### src/design/bbe_pkg.sv
// ----------------------------------------------------------------------------
// bbe_pkg - shared types and constants of the b-spline basis evaluator
// Widths, opcodes, register indexes, controller states and the
// command/status bundles between controller and datapath.
// ----------------------------------------------------------------------------
`default_nettype none
package bbe_pkg;

	localparam int FRAC_BITS  = 16;
	localparam int VAL_W      = FRAC_BITS + 1;
	localparam int IDX_W      = 6;
	localparam int MAX_KNOTS  = 64;
	localparam int MAX_DEGREE = 3;
	localparam int DEG_W      = 2;
	localparam int CNT_W      = 7;
	localparam int NUM_W      = VAL_W + FRAC_BITS;
	localparam int DEN_W      = VAL_W + 1;
	localparam int PROD_W     = VAL_W + NUM_W;
	localparam int SH_W       = PROD_W - FRAC_BITS;
	localparam int DCNT_W     = 6;

	localparam logic [VAL_W-1:0] VAL_MAX = {VAL_W{1'b1}};
	localparam logic [VAL_W-1:0] ONE_FIX = VAL_W'(1) << FRAC_BITS;

	// input opcodes
	localparam logic OP_WRITE = 1'b0;
	localparam logic OP_EVAL  = 1'b1;

	// configuration register indexes
	localparam logic REG_DEGREE     = 1'b0;
	localparam logic REG_KNOT_COUNT = 1'b1;

	typedef enum logic [4:0] {
		S_IDLE,
		S_LAST,
		S_ZERO,
		S_PK,
		S_CHK,
		S_SCAN,
		S_LRA,
		S_LRB,
		S_JST,
		S_DIVST,
		S_DIVW,
		S_MULR,
		S_MULL,
		S_UPD,
		S_BJ,
		S_EMIT,
		S_ERR
	} state_t;

	typedef enum logic [1:0] {
		A_IDX,
		A_LEFT,
		A_RIGHT
	} addr_sel_t;

	typedef struct packed {
		logic             knot_wr;
		logic             latch;
		addr_sel_t        addr_sel;
		logic [IDX_W-1:0] idx;
		logic             ld_kl;
		logic             span_ld;
		logic             cap_left;
		logic             cap_right;
		logic [DEG_W-1:0] jsel;
		logic [DEG_W-1:0] rsel;
		logic             clr_saved;
		logic             div_start;
		logic             ld_q;
		logic             mul_right;
		logic             mul_left;
		logic             upd_saved;
		logic             set_bj;
		logic             emit;
		logic             emit_err;
	} ctrl_cmd_t;

	typedef struct packed {
		logic [DEG_W-1:0] p;
		logic [IDX_W-1:0] nu;
		logic             too_few;
		logic             u_lt_rd;
		logic             u_eq_kl;
		logic             u_gt_kl;
		logic             div_done;
	} dp_status_t;

endpackage
`default_nettype wire

### src/design/bbe_div.sv
// ----------------------------------------------------------------------------
// bbe_div - restoring divider, one quotient bit per cycle
// Ends each division with a one-cycle done pulse.
// ----------------------------------------------------------------------------
`default_nettype none
module bbe_div (
	input  wire logic                      clk,
	input  wire logic                      arst_n,
	input  wire logic                      start,
	input  wire logic [bbe_pkg::NUM_W-1:0] num,
	input  wire logic [bbe_pkg::DEN_W-1:0] den,
	output logic                           done,
	output logic [bbe_pkg::NUM_W-1:0]      quot
);

	logic                        run_q;
	logic                        done_q;
	logic [bbe_pkg::DCNT_W-1:0]  cnt_q;
	logic [bbe_pkg::DEN_W-1:0]   den_q;
	logic [bbe_pkg::DEN_W-1:0]   rem_q;
	logic [bbe_pkg::NUM_W-1:0]   quo_q;
	logic [bbe_pkg::DEN_W:0]     trial;
	logic                        fits;

	// one trial subtraction
	assign trial = {rem_q, quo_q[bbe_pkg::NUM_W-1]};
	assign fits  = trial >= {1'b0, den_q};

	// control
	always_ff @(posedge clk or negedge arst_n) begin
		if (!arst_n) begin
			run_q  <= 1'b0;
			done_q <= 1'b0;
			cnt_q  <= '0;
		end else begin
			done_q <= 1'b0;
			if (start) begin
				run_q <= 1'b1;
				cnt_q <= '0;
			end else if (run_q) begin
				cnt_q <= cnt_q + 1'b1;
				if (cnt_q == bbe_pkg::DCNT_W'(bbe_pkg::NUM_W - 1)) begin
					run_q  <= 1'b0;
					done_q <= 1'b1;
				end
			end
		end
	end

	// remainder and quotient shift
	always_ff @(posedge clk) begin
		if (start) begin
			den_q <= den;
			rem_q <= '0;
			quo_q <= num;
		end else if (run_q) begin
			rem_q <= fits ? bbe_pkg::DEN_W'(trial - {1'b0, den_q})
			              : trial[bbe_pkg::DEN_W-1:0];
			quo_q <= {quo_q[bbe_pkg::NUM_W-2:0], fits};
		end
	end

	assign done = done_q;
	assign quot = quo_q;

endmodule
`default_nettype wire

### src/design/bbe_datapath.sv
// ----------------------------------------------------------------------------
// bbe_datapath - knot store, configuration, recurrence arithmetic, outputs
// Acts on commands from the controller and reports compares back.
// ----------------------------------------------------------------------------
`default_nettype none
module bbe_datapath (
	input  wire logic                      clk,
	input  wire logic                      arst_n,
	input  wire logic                      wr_en,
	input  wire logic                      wr_index,
	input  wire logic [bbe_pkg::CNT_W-1:0] wr_data,
	input  wire logic [bbe_pkg::IDX_W-1:0] knot_index,
	input  wire logic [bbe_pkg::VAL_W-1:0] knot_value,
	input  wire logic [bbe_pkg::VAL_W-1:0] param_value,
	input  wire bbe_pkg::ctrl_cmd_t        cmd,
	output bbe_pkg::dp_status_t            status,
	output logic                           valid,
	output logic [bbe_pkg::IDX_W-1:0]      span_index,
	output logic [bbe_pkg::IDX_W-1:0]      basis_index,
	output logic [bbe_pkg::VAL_W-1:0]      basis_value,
	output logic                           last,
	output logic                           error
);

	logic [bbe_pkg::VAL_W-1:0]  mem [bbe_pkg::MAX_KNOTS];
	logic [bbe_pkg::VAL_W-1:0]  rd_q;
	logic [bbe_pkg::IDX_W-1:0]  addr;

	logic [bbe_pkg::DEG_W-1:0]  degree_q;
	logic [bbe_pkg::CNT_W-1:0]  count_q;
	logic [bbe_pkg::DEG_W-1:0]  p_q;
	logic [bbe_pkg::IDX_W-1:0]  nu_q;
	logic                       too_few_q;
	logic [bbe_pkg::VAL_W-1:0]  u_q;
	logic [bbe_pkg::VAL_W-1:0]  kl_q;
	logic [bbe_pkg::IDX_W-1:0]  span_q;

	logic [bbe_pkg::VAL_W-1:0]  left_q  [1:bbe_pkg::MAX_DEGREE];
	logic [bbe_pkg::VAL_W-1:0]  right_q [1:bbe_pkg::MAX_DEGREE];
	logic [bbe_pkg::VAL_W-1:0]  basis_q [bbe_pkg::MAX_DEGREE+1];
	logic [bbe_pkg::VAL_W-1:0]  saved_q;
	logic [bbe_pkg::NUM_W-1:0]  q_q;
	logic                       den_zero_q;
	logic [bbe_pkg::PROD_W-1:0] prod_q;

	logic [bbe_pkg::DEG_W-1:0]  p_eff;
	logic [bbe_pkg::CNT_W-1:0]  n_eff;
	logic [bbe_pkg::CNT_W-1:0]  n_min;
	logic [bbe_pkg::DEG_W-1:0]  ridx;
	logic [bbe_pkg::DEG_W-1:0]  lidx;
	logic [bbe_pkg::VAL_W-1:0]  left_v;
	logic [bbe_pkg::VAL_W-1:0]  right_v;
	logic [bbe_pkg::DEN_W-1:0]  den;
	logic [bbe_pkg::NUM_W-1:0]  num;
	logic                       div_done;
	logic [bbe_pkg::NUM_W-1:0]  quot;
	logic [bbe_pkg::VAL_W-1:0]  mul_a;
	logic [bbe_pkg::SH_W-1:0]   prod_sh;
	logic [bbe_pkg::SH_W:0]     vsum;

	// configuration registers
	always_ff @(posedge clk or negedge arst_n) begin
		if (!arst_n) begin
			degree_q <= bbe_pkg::DEG_W'(3);
			count_q  <= bbe_pkg::CNT_W'(8);
		end else if (wr_en) begin
			unique case (wr_index)
				bbe_pkg::REG_DEGREE:     degree_q <= wr_data[bbe_pkg::DEG_W-1:0];
				bbe_pkg::REG_KNOT_COUNT: count_q  <= wr_data;
				default: ;
			endcase
		end
	end

	// effective degree and knot count
	assign p_eff = (degree_q == '0) ? bbe_pkg::DEG_W'(1) : degree_q;
	assign n_eff = (count_q > bbe_pkg::CNT_W'(bbe_pkg::MAX_KNOTS))
	             ? bbe_pkg::CNT_W'(bbe_pkg::MAX_KNOTS) : count_q;
	assign n_min = bbe_pkg::CNT_W'({p_eff, 1'b0}) + bbe_pkg::CNT_W'(2);

	// knot store address
	always_comb begin
		unique case (cmd.addr_sel)
			bbe_pkg::A_LEFT:  addr = span_q + bbe_pkg::IDX_W'(1)
			                       - bbe_pkg::IDX_W'(cmd.jsel);
			bbe_pkg::A_RIGHT: addr = span_q + bbe_pkg::IDX_W'(cmd.jsel);
			default:          addr = cmd.idx;
		endcase
	end

	// knot store
	always_ff @(posedge clk) begin
		if (cmd.knot_wr)
			mem[knot_index] <= knot_value;
		rd_q <= mem[addr];
	end

	// recurrence operand selection
	assign ridx    = cmd.rsel + bbe_pkg::DEG_W'(1);
	assign lidx    = cmd.jsel - cmd.rsel;
	assign right_v = right_q[ridx];
	assign left_v  = left_q[lidx];
	assign den     = bbe_pkg::DEN_W'(right_v) + bbe_pkg::DEN_W'(left_v);
	assign num     = {basis_q[cmd.rsel], {bbe_pkg::FRAC_BITS{1'b0}}};
	assign mul_a   = cmd.mul_left ? left_v : right_v;
	assign prod_sh = prod_q[bbe_pkg::PROD_W-1:bbe_pkg::FRAC_BITS];
	assign vsum    = (bbe_pkg::SH_W+1)'(saved_q) + {1'b0, prod_sh};

	bbe_div u_div (
		.clk    (clk),
		.arst_n (arst_n),
		.start  (cmd.div_start),
		.num    (num),
		.den    (den),
		.done   (div_done),
		.quot   (quot)
	);

	// evaluation registers
	always_ff @(posedge clk) begin
		if (cmd.latch) begin
			u_q        <= param_value;
			p_q        <= p_eff;
			nu_q       <= bbe_pkg::IDX_W'(n_eff - bbe_pkg::CNT_W'(p_eff)
			                             - bbe_pkg::CNT_W'(2));
			too_few_q  <= n_eff < n_min;
			basis_q[0] <= bbe_pkg::ONE_FIX;
		end
		if (cmd.ld_kl)
			kl_q <= rd_q;
		if (cmd.span_ld)
			span_q <= cmd.idx;
		if (cmd.cap_left)
			left_q[cmd.jsel] <= (u_q > rd_q) ? u_q - rd_q : '0;
		if (cmd.cap_right)
			right_q[cmd.jsel] <= (rd_q > u_q) ? rd_q - u_q : '0;
		if (cmd.clr_saved)
			saved_q <= '0;
		if (cmd.div_start)
			den_zero_q <= den == '0;
		if (cmd.ld_q)
			q_q <= den_zero_q ? '0 : quot;
		if (cmd.mul_right || cmd.mul_left)
			prod_q <= bbe_pkg::PROD_W'(mul_a) * bbe_pkg::PROD_W'(q_q);
		// basis update uses the product with the right difference
		if (cmd.mul_left)
			basis_q[cmd.rsel] <= (vsum > (bbe_pkg::SH_W+1)'(bbe_pkg::VAL_MAX))
			                   ? bbe_pkg::VAL_MAX : vsum[bbe_pkg::VAL_W-1:0];
		if (cmd.upd_saved)
			saved_q <= (prod_sh > bbe_pkg::SH_W'(bbe_pkg::VAL_MAX))
			         ? bbe_pkg::VAL_MAX : prod_sh[bbe_pkg::VAL_W-1:0];
		if (cmd.set_bj)
			basis_q[cmd.jsel] <= saved_q;
	end

	// result registers
	always_ff @(posedge clk or negedge arst_n) begin
		if (!arst_n)
			valid <= 1'b0;
		else
			valid <= cmd.emit || cmd.emit_err;
	end

	always_ff @(posedge clk) begin
		if (cmd.emit_err) begin
			span_index  <= '0;
			basis_index <= '0;
			basis_value <= '0;
			last        <= 1'b1;
			error       <= 1'b1;
		end else if (cmd.emit) begin
			span_index  <= span_q;
			basis_index <= span_q - bbe_pkg::IDX_W'(p_q) + cmd.idx;
			basis_value <= basis_q[cmd.idx[bbe_pkg::DEG_W-1:0]];
			last        <= cmd.idx == bbe_pkg::IDX_W'(p_q);
			error       <= 1'b0;
		end
	end

	// status to the controller
	assign status.p        = p_q;
	assign status.nu       = nu_q;
	assign status.too_few  = too_few_q;
	assign status.u_lt_rd  = u_q < rd_q;
	assign status.u_eq_kl  = u_q == kl_q;
	assign status.u_gt_kl  = u_q > kl_q;
	assign status.div_done = div_done;

endmodule
`default_nettype wire

### src/design/bbe_ctrl.sv
// ----------------------------------------------------------------------------
// bbe_ctrl - sequencer of the span search and basis recurrence
// Walks range checks, span scan, difference loads, the triangular
// recurrence and result emission.
// ----------------------------------------------------------------------------
`default_nettype none
module bbe_ctrl (
	input  wire logic               clk,
	input  wire logic               arst_n,
	input  wire logic               start,
	input  wire logic               opcode,
	input  wire bbe_pkg::dp_status_t status,
	output bbe_pkg::ctrl_cmd_t      cmd,
	output logic                    busy
);

	bbe_pkg::state_t            state_q, state_n;
	logic [bbe_pkg::IDX_W-1:0]  cnt_q, cnt_n;
	logic [bbe_pkg::DEG_W-1:0]  j_q, j_n;
	logic [bbe_pkg::DEG_W-1:0]  r_q, r_n;
	logic                       side_q, side_n;
	logic                       err_q, err_n;
	logic [bbe_pkg::IDX_W-1:0]  p_ext;

	assign p_ext = bbe_pkg::IDX_W'(status.p);

	// state register
	always_ff @(posedge clk or negedge arst_n) begin
		if (!arst_n) begin
			state_q <= bbe_pkg::S_IDLE;
			cnt_q   <= '0;
			j_q     <= '0;
			r_q     <= '0;
			side_q  <= 1'b0;
			err_q   <= 1'b0;
		end else begin
			state_q <= state_n;
			cnt_q   <= cnt_n;
			j_q     <= j_n;
			r_q     <= r_n;
			side_q  <= side_n;
			err_q   <= err_n;
		end
	end

	// next state and commands
	always_comb begin
		state_n = state_q;
		cnt_n   = cnt_q;
		j_n     = j_q;
		r_n     = r_q;
		side_n  = side_q;
		err_n   = err_q;
		cmd     = '0;
		cmd.addr_sel = bbe_pkg::A_IDX;
		cmd.jsel = j_q;
		cmd.rsel = r_q;
		unique case (state_q)
			bbe_pkg::S_IDLE: begin
				if (start && opcode == bbe_pkg::OP_WRITE)
					cmd.knot_wr = 1'b1;
				if (start && opcode == bbe_pkg::OP_EVAL) begin
					cmd.latch = 1'b1;
					state_n   = bbe_pkg::S_LAST;
				end
			end
			bbe_pkg::S_LAST: begin
				cmd.idx = status.nu + bbe_pkg::IDX_W'(1);
				state_n = status.too_few ? bbe_pkg::S_ERR : bbe_pkg::S_ZERO;
			end
			bbe_pkg::S_ZERO: begin
				cmd.ld_kl = 1'b1;
				cmd.idx   = '0;
				state_n   = bbe_pkg::S_PK;
			end
			bbe_pkg::S_PK: begin
				err_n   = status.u_lt_rd;
				cmd.idx = p_ext;
				state_n = bbe_pkg::S_CHK;
			end
			bbe_pkg::S_CHK: begin
				cmd.idx = status.nu;
				j_n     = bbe_pkg::DEG_W'(1);
				side_n  = 1'b0;
				if (status.u_eq_kl) begin
					// parameter at the last knot takes the last span
					cmd.span_ld = 1'b1;
					state_n     = bbe_pkg::S_LRA;
				end else if (status.u_gt_kl || err_q || status.u_lt_rd) begin
					state_n = bbe_pkg::S_ERR;
				end else begin
					cnt_n   = status.nu;
					state_n = bbe_pkg::S_SCAN;
				end
			end
			bbe_pkg::S_SCAN: begin
				// downward scan for the largest span whose knot is not above u
				if (!status.u_lt_rd || cnt_q == p_ext) begin
					cmd.idx     = cnt_q;
					cmd.span_ld = 1'b1;
					state_n     = bbe_pkg::S_LRA;
				end else begin
					cmd.idx = cnt_q - bbe_pkg::IDX_W'(1);
					cnt_n   = cnt_q - bbe_pkg::IDX_W'(1);
				end
			end
			bbe_pkg::S_LRA: begin
				cmd.addr_sel = side_q ? bbe_pkg::A_RIGHT : bbe_pkg::A_LEFT;
				state_n      = bbe_pkg::S_LRB;
			end
			bbe_pkg::S_LRB: begin
				cmd.cap_left  = !side_q;
				cmd.cap_right = side_q;
				if (!side_q) begin
					side_n  = 1'b1;
					state_n = bbe_pkg::S_LRA;
				end else begin
					side_n = 1'b0;
					if (j_q == status.p) begin
						j_n     = bbe_pkg::DEG_W'(1);
						state_n = bbe_pkg::S_JST;
					end else begin
						j_n     = j_q + bbe_pkg::DEG_W'(1);
						state_n = bbe_pkg::S_LRA;
					end
				end
			end
			bbe_pkg::S_JST: begin
				cmd.clr_saved = 1'b1;
				r_n           = '0;
				state_n       = bbe_pkg::S_DIVST;
			end
			bbe_pkg::S_DIVST: begin
				cmd.div_start = 1'b1;
				state_n       = bbe_pkg::S_DIVW;
			end
			bbe_pkg::S_DIVW: begin
				if (status.div_done) begin
					cmd.ld_q = 1'b1;
					state_n  = bbe_pkg::S_MULR;
				end
			end
			bbe_pkg::S_MULR: begin
				cmd.mul_right = 1'b1;
				state_n       = bbe_pkg::S_MULL;
			end
			bbe_pkg::S_MULL: begin
				cmd.mul_left = 1'b1;
				state_n      = bbe_pkg::S_UPD;
			end
			bbe_pkg::S_UPD: begin
				cmd.upd_saved = 1'b1;
				if (r_q == j_q - bbe_pkg::DEG_W'(1)) begin
					state_n = bbe_pkg::S_BJ;
				end else begin
					r_n     = r_q + bbe_pkg::DEG_W'(1);
					state_n = bbe_pkg::S_DIVST;
				end
			end
			bbe_pkg::S_BJ: begin
				cmd.set_bj = 1'b1;
				if (j_q == status.p) begin
					cnt_n   = '0;
					state_n = bbe_pkg::S_EMIT;
				end else begin
					j_n     = j_q + bbe_pkg::DEG_W'(1);
					state_n = bbe_pkg::S_JST;
				end
			end
			bbe_pkg::S_EMIT: begin
				cmd.emit = 1'b1;
				cmd.idx  = cnt_q;
				if (cnt_q == p_ext)
					state_n = bbe_pkg::S_IDLE;
				else
					cnt_n = cnt_q + bbe_pkg::IDX_W'(1);
			end
			bbe_pkg::S_ERR: begin
				cmd.emit_err = 1'b1;
				state_n      = bbe_pkg::S_IDLE;
			end
			default: state_n = bbe_pkg::S_IDLE;
		endcase
	end

	assign busy = state_q != bbe_pkg::S_IDLE;

endmodule
`default_nettype wire

### src/design/bspline_basis_evaluator.sv
// ----------------------------------------------------------------------------
// bspline_basis_evaluator - knot span search and b-spline basis values
// Usage:
//   An item is taken when start is high and busy is low. Opcode write
//   stores knot_value at knot_index and gives no result; the block stays
//   free for the next item in the following cycle.
//   Opcode evaluate checks param_value against the knot range, finds its
//   span by a downward scan of the knot store (one knot read a cycle) and
//   runs the triangular recurrence through one shared restoring divider
//   and one multiplier used twice per term. Then p+1 results follow on
//   consecutive cycles, each marked by valid for one cycle, with last on
//   the final one. A parameter outside the range gives one result with
//   error and last set. Busy falls as the final result shows, so a new
//   item may be taken in that cycle. The receiver cannot stall.
//   Configuration writes (wr_en, wr_index, wr_data) are taken in any cycle
//   and belong to idle periods. Reset sets degree 3 and knot count 8 and
//   idles the block; the knot store is not cleared and must be loaded
//   before use.
// ----------------------------------------------------------------------------
`default_nettype none
module bspline_basis_evaluator (
	input  wire logic                      clk,
	input  wire logic                      arst_n,
	input  wire logic                      wr_en,
	input  wire logic                      wr_index,
	input  wire logic [bbe_pkg::CNT_W-1:0] wr_data,
	input  wire logic                      start,
	output logic                           busy,
	input  wire logic                      opcode,
	input  wire logic [bbe_pkg::IDX_W-1:0] knot_index,
	input  wire logic [bbe_pkg::VAL_W-1:0] knot_value,
	input  wire logic [bbe_pkg::VAL_W-1:0] param_value,
	output logic                           valid,
	output logic [bbe_pkg::IDX_W-1:0]      span_index,
	output logic [bbe_pkg::IDX_W-1:0]      basis_index,
	output logic [bbe_pkg::VAL_W-1:0]      basis_value,
	output logic                           last,
	output logic                           error
);

	bbe_pkg::ctrl_cmd_t  cmd;
	bbe_pkg::dp_status_t status;

	// controller
	bbe_ctrl u_ctrl (
		.clk    (clk),
		.arst_n (arst_n),
		.start  (start),
		.opcode (opcode),
		.status (status),
		.cmd    (cmd),
		.busy   (busy)
	);

	// datapath
	bbe_datapath u_dp (
		.clk         (clk),
		.arst_n      (arst_n),
		.wr_en       (wr_en),
		.wr_index    (wr_index),
		.wr_data     (wr_data),
		.knot_index  (knot_index),
		.knot_value  (knot_value),
		.param_value (param_value),
		.cmd         (cmd),
		.status      (status),
		.valid       (valid),
		.span_index  (span_index),
		.basis_index (basis_index),
		.basis_value (basis_value),
		.last        (last),
		.error       (error)
	);

endmodule
`default_nettype wire

### config.mk
export PLATFORM = sky130hd
export DESIGN_NAME = bspline_basis_evaluator
export DESIGN_NICKNAME = d
export VERILOG_FILES = /design/src/design/bbe_pkg.sv /design/src/design/bbe_div.sv /design/src/design/bbe_datapath.sv /design/src/design/bbe_ctrl.sv /design/src/design/bspline_basis_evaluator.sv
export SDC_FILE = /design/constraint.sdc
export NUM_CORES = 2
export LEC_CHECK = 0
export ABC_AREA = 1
export BUFFER_PORTS_ARGS = -buffer_cell sky130_fd_sc_hd__buf_4
export CAP_MARGIN = 15
export CELL_PAD_IN_SITES_DETAIL_PLACEMENT = 1
export CELL_PAD_IN_SITES_GLOBAL_PLACEMENT = 2
export CORE_MARGIN = 2
export CORE_UTILIZATION = 46
export CTS_CLUSTER_SIZE = 24
export DETAILED_ROUTE_END_ITERATION = 6
export PLACE_DENSITY_LB_ADDON = 0.12
export SYNTH_ARGS = -nofsm -noshare
export SYNTH_HDL_FRONTEND = slang
export SYNTH_HIERARCHICAL = 1
export SYNTH_SLANG_ARGS = --single-unit
### constraint.sdc
create_clock -name clk -period 14.15 [get_ports clk]
set_clock_uncertainty 0.2 [all_clocks]
set_input_delay 1.415 -clock clk [delete_from_list [all_inputs] [get_ports clk]]
set_output_delay 1.415 -clock clk [all_outputs]
set_load 0.01 [all_outputs]
==> flow_metrics.py <==
metrics = {
    "yosys": {
        "synth-edff-count": 1443,
        "ys_warn_count": 6,
        "netlist_area_um2": 88100,
        "synth_flop_cell": "edfxtp_1",
        "synth_xor_area_share_pct": 1.08,
        "synthCells": 8567,
        "synth_cell_types": 69,
        "synth-seq-cells": 1544,
        "seq_area_frac_synth_pct": 51.7,
        "synth_compound_area_share_pct": 9.38,
        "muxShareOfSynthArea_pct": 0.0383,
        "synthAdderAreaFrac_pct": 14.5,
        "avgSynthCellArea_um2": 10.3,
        "async_reset_ff_share_pct": 2.27,
        "synth_top_family_by_area": "simple AND/OR/NAND/NOR gates",
        "synth-simple-area-share_pct": 16.7,
    },
    "sta": {
        "min_period_ns": 9.71,
        "finalHoldViolations": 0,
        "setup-violations-final": 0,
        "fmax_ghz": 0.103,
        "drv_slew": 0,
        "rsz0062_at_grt": "no",
        "fin_crit_sh_pct": 68.6,
        "worst_pin_slew_ns": 1.21,
        "slew_headroom_pct": 19.6,
        "fin_tns_setup_ns": 0,
    },
    "floorplan": {
        "initial_core_util_pct": 46.3,
        "die_area_um2": 195000,
        "fp.dieH_um": 442,
        "rows": 160,
        "design.core.area_um2": 190000,
        "die_x_um": 442,
        "pin_count": 86,
    },
    "clocking": {
        "path_clk_slew_ns": 0.06,
        "cts.sinks": 1544,
        "cts_resized": 0,
        "cts-root-buf": "clkbuf_16",
        "cts_max_path_buffers": 3,
        "cts_made_buffers": 169,
        "ctsHoldBuffers": 0,
        "h-tree-depth": 4,
        "postCtsSetupRepairBufs": 0,
        "cts_tree": "yes",
        "clock_latency_ns": 0.83,
    },
    "outcome": {
        "outcome": "finished clean",
    },
    "min_path": {
        "whs_path_depth": 2,
        "hold_path_class": "reg -> reg",
        "hold_end": "u_dp/error",
        "worstHoldStart": "u_dp/error",
    },
    "job": {
        "maxCapViolations": 0,
    },
    "routing": {
        "antenna_left": 0,
        "initialDrtViolationCount": 4274,
        "via_count": 63700,
        "totalWireLength_um": 286000,
        "first_pass_iters": 7,
        "viasPerCell": 5.68,
        "drc": 0,
        "routedWlPerCell_um": 25.4,
    },
    "worst_setup_path": {
        "r2r_cells": 29,
        "crit_type": "reg -> reg",
        "cp.arrival_ns": 10.07,
        "slowest_stage": "inv_1",
        "critPathMaxFanout": 41,
        "rrSetupSlack_ns": 4.44,
        "required_ns": 14.51,
        "endpoint_kind": "flip-flop",
        "setup.worst_path.start_class": "flip-flop",
        "cp_common_cell": "inv_1",
        "regToRegEndpoint": "u_dp/prod_q[32]",
        "slowest_delay_ns": 1.04,
        "reg2reg_from": "u_ctrl/r_q[0]",
    },
    "layout": {
        "nNetsFinal": 9361,
        "syn_to_final_growth_pct": 10.3,
        "final_util_pct": 51.1,
        "drive_gt1_share_pct": 11.3,
        "num-fill-cells": 20600,
    },
    "global_routing": {
        "grt-ovfl-total": 0,
        "grt_max_degree": 167,
        "grt_pass1_wl_um": 431000,
        "antenna_found_initial": 5,
        "grt_usage_pct": 29.2,
        "first_global_vias": 67800,
    },
    "place": {
        "io_buffers": 85,
        "dp_hpwl_um": 193000,
        "gp_congestion": 0.903,
    },
}
per-layer routing:
metal	vias up	wire, µm	global-route usage (%)
li1	28800	-	-
met1	32800	119000	37.5
met2	1597	144000	51.0
met3	481	12300	3.14
met4	4	10700	10.5
met5	-	24	0
sequential cells by signal (all words and copies together) (netlist names), 7 cells and up:
register          flops
u_dp/q_q             33
u_dp/mem           1088
u_dp/count_q          7
u_dp/u_div/rem_q     18
u_dp/u_q             17
u_dp/left_q          51
u_dp/kl_q            17
u_dp/prod_q          34
u_dp/basis_value     17
u_dp/right_q         51
u_dp/basis_q         68
u_dp/u_div/den_q     18
u_dp/rd_q            17
u_dp/saved_q         17
u_dp/u_div/quot      33
layout make-up:
class                      instances  area [µm²]  share of cell area, %
tap                             2511        3140                   3.23
timing repair buffer             229        1850                   1.90
antenna                            4        10.0                 0.0103
sequential                      1544       45500                   46.8
multi-input combinational       5526       37000                   38.0
inverter                        1103        4160                   4.27
clock buffer                     199        4370                   4.50
clock inverter                   110        1190                   1.22
cell families (layout without fill, tap and decap cells):
family / count (synthesis) / in the layout
adder cells (fa/ha/maj): 735 / 735
buffers and inverters: 1512 / 1641
AND/OR/NAND/NOR: 3359 / 3359
other: 1 / 20
flip-flops: 1544 / 1544
multiplexers: 3 / 3
XOR/XNOR: 109 / 109
AO/OA/AOI/OAI: 1304 / 1304
per-stage QoR:
| step | hold slack [ns] | instance area [µm²] | std cells | setup WS, ns |
|---|---|---|---|---|
| floorplan | 0.237 | 88200 | 8582 | 6.33 |
| global placement | 0.236 | 91600 | 10900 | 4.68 |
| detailed placement | 0.241 | 91600 | 10900 | 4.55 |
| CTS | 0.254 | 97200 | 11200 | 4.47 |
| global route | 0.298 | 97200 | 11200 | 3.95 |
| finish | 0.250 | 97200 | 11200 | 4.44 |
synthesized netlist by cell type (9+ instances only):
library cell  count  area share [%]
nand4_1          52            0.37
o31ai_1          16            0.14
o21ai_1          20            0.11
clkbuf_1        244             1.0
o21bai_1         37            0.32
nand3_2          11            0.12
o311ai_0         10           0.099
dfrtp_1          32            0.91
o221ai_1         45            0.45
nand2_2          21            0.15
a21oi_1         202             1.1
buf_1            24            0.10
o21a_1           16            0.14
nor2_1          909             3.9
xor2_1           68            0.68
o22ai_1          22            0.16
o21ai_0         425             2.4
dfxtp_1          66             1.5
inv_2            27            0.11
o311ai_1         27            0.27
a32o_1           16            0.18
fa_1            472              11
nor3_1           19            0.11
a31oi_1          43            0.31
nor4_1           19            0.13
o211ai_1        387             3.3
nand2_1        1481             6.3
nand3_4           9            0.18
or2_2           331             2.3
buf_4            10           0.085
clkinv_1         17           0.072
inv_1          1058             4.5
xnor2_1          41            0.41
nand3_1         441             2.5
nor2_2           27            0.19
buf_2           126            0.72
edfxtp_1       1443              49
ha_1            263             3.7
nand3b_1         23            0.20
placed cells by master, fill, tap and decap left out, types with 29 or more instances in the layout:
master / count
a21oi_1: 202
or2_2: 331
dfrtp_1: 31
o211ai_1: 387
xnor2_1: 41
fa_1: 472
buf_4: 219
dfxtp_1: 66
nand3_1: 441
xor2_1: 68
nor2_2: 69
nor2_1: 864
inv_1: 1056
clkinv_1: 56
o21ai_0: 425
a31oi_1: 43
nand4_1: 52
ha_1: 263
clkinv_2: 29
clkbuf_16: 170
o221ai_1: 45
nand2_1: 1481
o21bai_1: 37
edfxtp_1: 1443
worst max-delay path: cells and delay by family (launching register included):
family / cells / cell delay (ns)
fa+ha+maj: 8 / 3.41
xor+xnor: 1 / 0.32
buf+inv: 9 / 2.25
compound gates: 2 / 0.96
simple gates: 9 / 1.64
flops: 1 / 0.60
worst max path at each step:
stage | depth (start not counted) | endpoint | slack, ns | startpoint
3_3_place_gp | 29 | u_dp/prod_q[32] | 4.68 | u_ctrl/r_q[0]
6_report | 29 | u_dp/prod_q[32] | 4.44 | u_ctrl/r_q[0]
4_1_cts | 29 | u_dp/prod_q[32] | 4.47 | u_ctrl/r_q[0]
2_1_floorplan | 32 | u_dp/prod_q[45] | 6.33 | u_ctrl/r_q[0]
3_5_place_dp | 31 | u_dp/prod_q[40] | 4.55 | u_ctrl/r_q[0]
5_1_grt | 31 | u_dp/prod_q[40] | 3.95 | u_ctrl/r_q[0]
Power is not shown: default switching activity piles up to over one toggle a cycle in this logic, so the estimate is an artifact.
